`config.mk`:
```
export PLATFORM = sky130hd
export DESIGN_NAME = framed_command_receiver
export DESIGN_NICKNAME = d
export VERILOG_FILES = /design/src/sv/fcr_pkg.sv /design/src/sv/fcr_ctrl.sv /design/src/sv/fcr_dp.sv /design/src/sv/framed_command_receiver.sv
export SDC_FILE = /design/constraint.sdc
export NUM_CORES = 1
export LEC_CHECK = 0
export ABC_AREA = 0
export BUFFER_PORTS_ARGS = -buffer_cell sky130_fd_sc_hd__buf_4
export CAP_MARGIN = 10
export CORE_AREA = 2 2 157 159
export DETAILED_ROUTE_END_ITERATION = 8
export DIE_AREA = 0 0 159 161
export PLACE_DENSITY = 0.76
export SYNTH_ARGS = -nofsm -noshare
export SYNTH_HDL_FRONTEND = slang
export SYNTH_SLANG_ARGS = --single-unit
```
`constraint.sdc`:
```
create_clock -name clk -period 5.55 [get_ports clk]
set_input_delay 0.555 -clock clk [delete_from_list [all_inputs] [get_ports clk]]
set_output_delay 0.555 -clock clk [all_outputs]
set_load 0.005 [all_outputs]
```
`src/sv/fcr_pkg.sv`:
```
// Types and constants of the framed command receiver.
package fcr_pkg;

  localparam int DATA_BYTES   = 29;
  localparam int PAYLOAD_LEN  = 1 + DATA_BYTES;
  localparam int POS_CMD      = 3;
  localparam int POS_CHECK    = 4 + DATA_BYTES;
  localparam int POS_FOOT0    = POS_CHECK + 1;
  localparam int POS_FOOT1    = POS_CHECK + 2;
  localparam int POS_W        = $clog2(POS_FOOT1 + 1);
  localparam int PAY_IDX_W    = $clog2(PAYLOAD_LEN);
  localparam int BYTE_INDEX_W = 5;
  localparam int STATUS_W     = 3;
  localparam int CFG_IDX_W    = 2;
  localparam int LIMIT_RESET  = 30;

  typedef enum logic [STATUS_W-1:0] {
    STAT_ACCEPT  = 3'd0,
    STAT_DROP    = 3'd1,
    STAT_REJECT  = 3'd2,
    STAT_FRAME   = 3'd3,
    STAT_RELEASE = 3'd4
  } status_t;

  typedef enum logic [CFG_IDX_W-1:0] {
    REG_HEADER = 2'd0,
    REG_FOOTER = 2'd1,
    REG_LIMIT  = 2'd2
  } cfg_reg_t;

  typedef enum logic [1:0] {
    S_IDLE,
    S_RESP,
    S_EMIT
  } state_t;

  typedef struct packed {
    logic load_item;
    logic next_byte;
  } dp_cmd_t;

  typedef struct packed {
    logic run_start;
    logic out_last;
  } dp_sts_t;

endpackage

```
`src/sv/fcr_ctrl.sv`:
```
// Controller state machine of the framed command receiver.
module fcr_ctrl (
  input  logic             clk,
  input  logic             rst,
  input  logic             in_valid,
  input  logic             out_ready,
  input  fcr_pkg::dp_sts_t sts,
  output logic             in_ready,
  output logic             out_valid,
  output fcr_pkg::dp_cmd_t cmd
);

  fcr_pkg::state_t state;
  fcr_pkg::state_t state_next;

  always_ff @(posedge clk) begin
    if (rst) begin
      state <= fcr_pkg::S_IDLE;
    end else begin
      state <= state_next;
    end
  end

  always_comb begin
    state_next = state;
    unique case (state)
      fcr_pkg::S_IDLE: begin
        if (in_valid) begin
          state_next = sts.run_start ? fcr_pkg::S_EMIT : fcr_pkg::S_RESP;
        end
      end
      fcr_pkg::S_RESP: begin
        if (out_ready) begin
          state_next = fcr_pkg::S_IDLE;
        end
      end
      fcr_pkg::S_EMIT: begin
        if (out_ready && sts.out_last) begin
          state_next = fcr_pkg::S_IDLE;
        end
      end
      default: state_next = fcr_pkg::S_IDLE;
    endcase
  end

  always_comb begin
    in_ready      = 1'b0;
    out_valid     = 1'b0;
    cmd.load_item = 1'b0;
    cmd.next_byte = 1'b0;
    unique case (state)
      fcr_pkg::S_IDLE: begin
        in_ready      = !rst;
        cmd.load_item = in_valid && !rst;
      end
      fcr_pkg::S_RESP: begin
        out_valid = 1'b1;
      end
      fcr_pkg::S_EMIT: begin
        out_valid     = 1'b1;
        cmd.next_byte = out_ready && !sts.out_last;
      end
      default: begin
        in_ready = 1'b0;
      end
    endcase
  end

endmodule

```
`src/sv/fcr_dp.sv`:
```
// Datapath of the framed command receiver: parser state, payload store and result register.
module fcr_dp (
  input  logic                              clk,
  input  logic                              rst,
  input  logic                              cfg_we,
  input  logic [fcr_pkg::CFG_IDX_W-1:0]     cfg_index,
  input  logic [7:0]                        cfg_data,
  input  logic                              mode,
  input  logic [7:0]                        rx_byte,
  input  fcr_pkg::dp_cmd_t                  cmd,
  output fcr_pkg::dp_sts_t                  sts,
  output fcr_pkg::status_t                  status,
  output logic [7:0]                        frame_byte,
  output logic [fcr_pkg::BYTE_INDEX_W-1:0]  byte_index,
  output logic [7:0]                        length_value,
  output logic                              last
);

  logic [7:0] header_byte;
  logic [7:0] footer_byte;
  logic [7:0] length_limit;

  logic [fcr_pkg::POS_W-1:0]     position;
  logic [fcr_pkg::POS_W-1:0]     position_next;
  logic                          frame_held;
  logic                          frame_held_next;
  logic [7:0]                    length_store;
  logic [7:0]                    length_store_next;
  logic [7:0]                    running_xor;
  logic [7:0]                    running_xor_next;
  logic [7:0]                    hdr_seen [2];
  logic [7:0]                    payload_store [fcr_pkg::PAYLOAD_LEN];
  logic                          pay_we;
  logic [fcr_pkg::PAY_IDX_W-1:0] pay_widx;
  logic                          hdr_we;
  logic [fcr_pkg::PAY_IDX_W-1:0] emit_cnt;
  logic [fcr_pkg::PAY_IDX_W-1:0] emit_cnt_next;
  fcr_pkg::status_t              res_status;
  logic                          run_start;

  always_ff @(posedge clk) begin
    if (rst) begin
      header_byte  <= '0;
      footer_byte  <= '0;
      length_limit <= 8'(fcr_pkg::LIMIT_RESET);
    end else if (cfg_we) begin
      unique case (cfg_index)
        fcr_pkg::REG_HEADER: header_byte  <= cfg_data;
        fcr_pkg::REG_FOOTER: footer_byte  <= cfg_data;
        fcr_pkg::REG_LIMIT:  length_limit <= cfg_data;
        default: ;
      endcase
    end
  end

  always_comb begin
    position_next     = position;
    frame_held_next   = frame_held;
    length_store_next = length_store;
    running_xor_next  = running_xor;
    pay_we            = 1'b0;
    hdr_we            = 1'b0;
    pay_widx          = fcr_pkg::PAY_IDX_W'(position - fcr_pkg::POS_W'(fcr_pkg::POS_CMD));
    res_status        = fcr_pkg::STAT_ACCEPT;
    run_start         = 1'b0;
    if (mode) begin
      frame_held_next = 1'b0;
      res_status      = fcr_pkg::STAT_RELEASE;
    end else if (frame_held) begin
      res_status = fcr_pkg::STAT_DROP;
    end else if (position <= fcr_pkg::POS_W'(1)) begin
      if (rx_byte == header_byte) begin
        hdr_we        = 1'b1;
        position_next = position + 1'b1;
      end else begin
        res_status = fcr_pkg::STAT_REJECT;
      end
    end else if (position == fcr_pkg::POS_W'(2)) begin
      if (hdr_seen[0] == header_byte && hdr_seen[1] == header_byte &&
          rx_byte != 8'd0 && rx_byte < length_limit) begin
        length_store_next = rx_byte;
        position_next     = position + 1'b1;
      end else begin
        res_status = fcr_pkg::STAT_REJECT;
      end
    end else if (position < fcr_pkg::POS_W'(fcr_pkg::POS_CHECK)) begin
      pay_we           = 1'b1;
      running_xor_next = (position == fcr_pkg::POS_W'(fcr_pkg::POS_CMD)) ?
                         rx_byte : (running_xor ^ rx_byte);
      position_next    = position + 1'b1;
    end else if (position == fcr_pkg::POS_W'(fcr_pkg::POS_CHECK)) begin
      if (rx_byte == ~running_xor) begin
        position_next = position + 1'b1;
      end else begin
        res_status = fcr_pkg::STAT_REJECT;
      end
    end else if (position == fcr_pkg::POS_W'(fcr_pkg::POS_FOOT0)) begin
      if (rx_byte == footer_byte) begin
        position_next = position + 1'b1;
      end else begin
        res_status = fcr_pkg::STAT_REJECT;
      end
    end else if (position == fcr_pkg::POS_W'(fcr_pkg::POS_FOOT1) &&
                 rx_byte == footer_byte) begin
      position_next   = '0;
      frame_held_next = 1'b1;
      res_status      = fcr_pkg::STAT_FRAME;
      run_start       = 1'b1;
    end else begin
      res_status = fcr_pkg::STAT_REJECT;
    end
    if (res_status == fcr_pkg::STAT_REJECT) begin
      position_next = '0;
    end
  end

  always_ff @(posedge clk) begin
    if (rst) begin
      position     <= '0;
      frame_held   <= 1'b0;
      length_store <= '0;
      running_xor  <= '0;
      hdr_seen[0]  <= '0;
      hdr_seen[1]  <= '0;
    end else if (cmd.load_item) begin
      position     <= position_next;
      frame_held   <= frame_held_next;
      length_store <= length_store_next;
      running_xor  <= running_xor_next;
      if (hdr_we) begin
        hdr_seen[position[0]] <= rx_byte;
      end
    end
  end

  always_ff @(posedge clk) begin
    if (cmd.load_item && pay_we) begin
      payload_store[pay_widx] <= rx_byte;
    end
  end

  assign emit_cnt_next = emit_cnt + 1'b1;

  always_ff @(posedge clk) begin
    if (cmd.load_item) begin
      emit_cnt <= '0;
      status   <= res_status;
      if (run_start) begin
        frame_byte   <= payload_store[0];
        byte_index   <= '0;
        length_value <= length_store;
        last         <= 1'b0;
      end else begin
        frame_byte   <= '0;
        byte_index   <= '0;
        length_value <= '0;
        last         <= 1'b1;
      end
    end else if (cmd.next_byte) begin
      emit_cnt   <= emit_cnt_next;
      frame_byte <= payload_store[emit_cnt_next];
      byte_index <= fcr_pkg::BYTE_INDEX_W'(emit_cnt_next);
      last       <= (emit_cnt_next == fcr_pkg::PAY_IDX_W'(fcr_pkg::PAYLOAD_LEN - 1));
    end
  end

  assign sts.run_start = run_start;
  assign sts.out_last  = last;

endmodule

```
`src/sv/framed_command_receiver.sv`:
```
// Top level of the framed command receiver.
// The block checks received bytes against a frame of two header bytes, a length byte, a
// command byte, 29 data bytes, an inverted-XOR check byte and two footer bytes, and answers
// every input item with one result, except the last footer byte of a good frame, which
// starts a run of 30 results (command, then data bytes) sent one per cycle while the output
// is ready, with tlast on the final one. After such a run the block drops bytes until a
// release item arrives. The controller works on one input item at a time: an item is taken,
// its result is offered from the next cycle, and the next item is taken in the cycle after
// that result is accepted.
module framed_command_receiver (
  input  logic                          clk,
  input  logic                          rst,
  input  logic                          cfg_we,
  input  logic [fcr_pkg::CFG_IDX_W-1:0] cfg_index,
  input  logic [7:0]                    cfg_data,
  input  logic                          s_axis_tvalid,
  output logic                          s_axis_tready,
  input  logic [7:0]                    s_axis_tdata,  // rx_byte
  input  logic                          s_axis_tuser,  // mode
  output logic                          m_axis_tvalid,
  input  logic                          m_axis_tready,
  output logic [23:0]                   m_axis_tdata,  // frame_byte, byte_index, length_value
  output logic [2:0]                    m_axis_tuser,  // status
  output logic                          m_axis_tlast
);

  fcr_pkg::dp_cmd_t                 cmd;
  fcr_pkg::dp_sts_t                 sts;
  fcr_pkg::status_t                 status;
  logic [7:0]                       frame_byte;
  logic [fcr_pkg::BYTE_INDEX_W-1:0] byte_index;
  logic [7:0]                       length_value;

  fcr_ctrl u_ctrl (
    .clk       (clk),
    .rst       (rst),
    .in_valid  (s_axis_tvalid),
    .out_ready (m_axis_tready),
    .sts       (sts),
    .in_ready  (s_axis_tready),
    .out_valid (m_axis_tvalid),
    .cmd       (cmd)
  );

  fcr_dp u_dp (
    .clk          (clk),
    .rst          (rst),
    .cfg_we       (cfg_we),
    .cfg_index    (cfg_index),
    .cfg_data     (cfg_data),
    .mode         (s_axis_tuser),
    .rx_byte      (s_axis_tdata),
    .cmd          (cmd),
    .sts          (sts),
    .status       (status),
    .frame_byte   (frame_byte),
    .byte_index   (byte_index),
    .length_value (length_value),
    .last         (m_axis_tlast)
  );

  assign m_axis_tdata = {3'b000, length_value, byte_index, frame_byte};
  assign m_axis_tuser = status;

endmodule

```
==> results.json <==
{
  "dieArea_mm2": 0.0256,
  "worstMarginPinSlew_ps": 1050,
  "drtPass1Iterations": 5,
  "postCtsSetupBuffers": 0,
  "maxCapViolations": 0,
  "postRouteAntennaNets": 0,
  "grt_pass1_wl_um": 46500,
  "synth-xor-area-share": 0.0262,
  "cts_buffer_depth": 3,
  "drt_first_iter_violations": 851,
  "yosysUniqueCellTypes": 55,
  "slew_headroom": 0.292,
  "clkSinkCount": 330,
  "ys_ff_latch": 330,
  "coreArea_mm2": 0.0240,
  "ir_worst_vdd_uv": 224,
  "final_nets": 1020,
  "wl_per_cell_um": 22.8,
  "hp-class": "primary input to flip-flop",
  "synth_compound_area_frac": 0.0452,
  "crit_path_top_delay_cell": "nor3_2",
  "cpPeakStageDelay_ps": 690,
  "start_util": 0.586,
  "synth_edf_count": 276,
  "endpoint_kind": "flip-flop",
  "finalMaxSlewViolations": 0,
  "gp_congestion": 0.948,
  "overflow": 0,
  "clk_pin_slew_ps": 60,
  "hold_buffers": 0,
  "setup-violations-final": 0,
  "yosys_most_used_dff": "edfxtp_1",
  "ctsResizeCount": 0,
  "yosys.area.top_type_share": 0.590,
  "tns_ps": 0,
  "grt_max_degree": 51,
  "antenna_found_initial": 0,
  "ys_top_cells_by_area": "edfxtp_1 (59%), mux4_2 (9.0%), dfxtp_1 (7.7%)",
  "synth_top_family_by_area": "multiplexers",
  "post-route-util": 0.658,
  "gr-usage-all-layers": 0.240,
  "setup_slack_ps": 1870,
  "crit_buf_inv": 1,
  "worstSetupStartpointType": "flip-flop",
  "num_rows": 57,
  "drive_gt1_frac": 0.183,
  "post-place-ws_ps": 1500,
  "n_antenna_cell": 0,
  "num_vias": 8096,
  "path_max_fanout": 17,
  "drt-total-wl_um": 30200,
  "status": "finished, final reports clean",
  "hold_violations": 0,
  "yosysWarnings": 0,
  "p_per_area_mw_per_mm2": 324,
  "cts_tree": "built",
  "critPathKind": "flip-flop to flip-flop",
  "whs_ps": 299,
  "yosys.area.top_type": "edfxtp_1",
  "arrival_ps": 3820,
  "synth_area_mm2": 0.0140,
  "muxShareOfSynthArea": 0.134,
  "via_per_inst": 6.11,
  "die_x_um": 159,
  "grt_pass1_vias": 8002,
  "drc": 0,
  "fin_crit_ps": 3680,
  "synthAdderAreaFrac": 0.0169,
  "synthSimpleGateAreaFrac": 0.0878,
  "rsz0062_at_grt": "no",
  "crit_required_ps": 5690,
  "async_flop_share": 0,
  "insertion_delay_ps": 510,
  "avgSynthCellArea_um2": 15.0,
  "crit_family": "simple AND/OR/NAND/NOR gates",
  "cts_buffers": 34,
  "fmax_mhz": 272,
  "period_share": 0.663,
  "h-tree-depth": 2,
  "dp_hpwl_um": 18900,
  "io_pins": 54,
  "portBuffers": 50,
  "die_height_um": 161,
  "power_leakage_nw": 5.44,
  "cts-root-buf": "clkbuf_16",
  "area_growth_pct": 12.3,
  "synthCells": 937,
  "finalClockSkew_ps": 15.0,
  "cp_cell_sequence": "inv_1 -> ha_1 -> nand3b_1 -> nor3_2 -> o21ai_1 -> or3_1 -> nor2_1",
  "yosysSeqAreaShare": 0.667
}
[report_power, final]
part,switching [W],internal [W],total [W]
sequential,0.0000127,0.00270,0.00271
combinational,0.000115,0.0000547,0.000170
clock,0.000899,0.00132,0.00222
total,0.00103,0.00408,0.00510
[sequential cells by signal, indices dropped and copies added, names as in the netlist, 5 cells and up]
register            count
u_dp.footer_byte        8
u_dp.length_limit       8
u_dp.hdr_seen          16
u_dp.frame_byte         8
u_dp.payload_store    240
u_dp.length_value       8
u_dp.position           6
u_dp.byte_index         5
u_dp.header_byte        8
u_dp.length_store       8
u_dp.running_xor        8
[per-layer routing]
layer / global-route usage / vias up / wire (um) / share of wire
met5: 0 / - / 0 / 0
met4: 0.0847 / 0 / 974 / 0.032
met3: 0.0529 / 64 / 2690 / 0.089
met2: 0.381 / 418 / 14200 / 0.47
met1: 0.334 / 3981 / 12400 / 0.41
li1: - / 3633 / - / -
[cell usage after synthesis, types with 14 or more instances]
master,n
ha_1,19
and2_1,20
xor2_1,14
edfxtp_1,276
nand3_1,25
inv_1,21
o21ai_0,45
xnor2_1,28
mux2i_1,53
clkbuf_1,37
a21oi_1,28
nand2_1,51
nor2_1,62
dfxtp_1,54
nor2b_1,18
mux4_2,56
o22ai_1,18
[layout make-up]
type | count | area, um2
Fill cell | 1734 | 8190
Tap cell | 324 | 405
Clock buffer | 45 | 933
Clock inverter | 16 | 155
Multi-Input combinational cell | 532 | 4400
Sequential cell | 330 | 9370
Inverter | 23 | 86.3
Timing Repair Buffer | 56 | 420
[cells by family after synthesis]
family	count (synthesis)
DFF	330
and+or+nand+nor	243
adders and majority gates	19
xor gates and xnor gates	42
AOI/OAI and AO/OA	108
buffers and inverters	77
other	1
muxes	117
[stage by stage]
step                instance area, um2  total power, W  cells
floorplan                        14100         0.00285    939
global placement                 14700         0.00293   1265
detailed placement               14700         0.00293   1265
CTS                              15800         0.00513   1326
global route                     15800         0.00524   1326
finish                           15800         0.00510   1326
[path summary, 6_finish.rpt]
| path | slack, ps | endpoint | start | cells past startpoint |
|---|---|---|---|---|
| hold reg to reg | 480 | u_dp.length_store[4] | u_dp.length_store[4] | 2 |
| setup reg to reg | 1870 | u_dp.payload_store[10][2] | u_ctrl.state[0] | 7 |
| setup / recovery | 1870 | u_dp.payload_store[10][2] | u_ctrl.state[0] | 7 |
| hold / removal | 300 | u_dp.status[2] | s_axis_tuser | 1 |
[cell usage in the layout, fill, tap and decap left out, types with 3 or more instances in the layout]
cell	n
a211oi_1	3
a21oi_1	28
and2_1	20
and3_1	11
buf_4	56
bufinv_16	3
clkbuf_1	8
clkbuf_16	35
clkinv_1	6
clkinv_2	5
conb_1	3
dfxtp_1	53
edfxtp_1	276
ha_1	18
inv_1	21
mux2_2	8
mux2i_1	53
mux4_2	56
nand2_1	51
nand2b_1	6
nand3_1	25
nand3b_1	5
nand4_1	8
nor2_1	62
nor2b_1	18
nor3_1	9
nor3b_1	3
nor4_1	7
o21ai_0	45
o22ai_1	18
or2_2	3
or3_1	6
xnor2_1	28
xor2_1	13
Power figures use the tool's default switching activity.
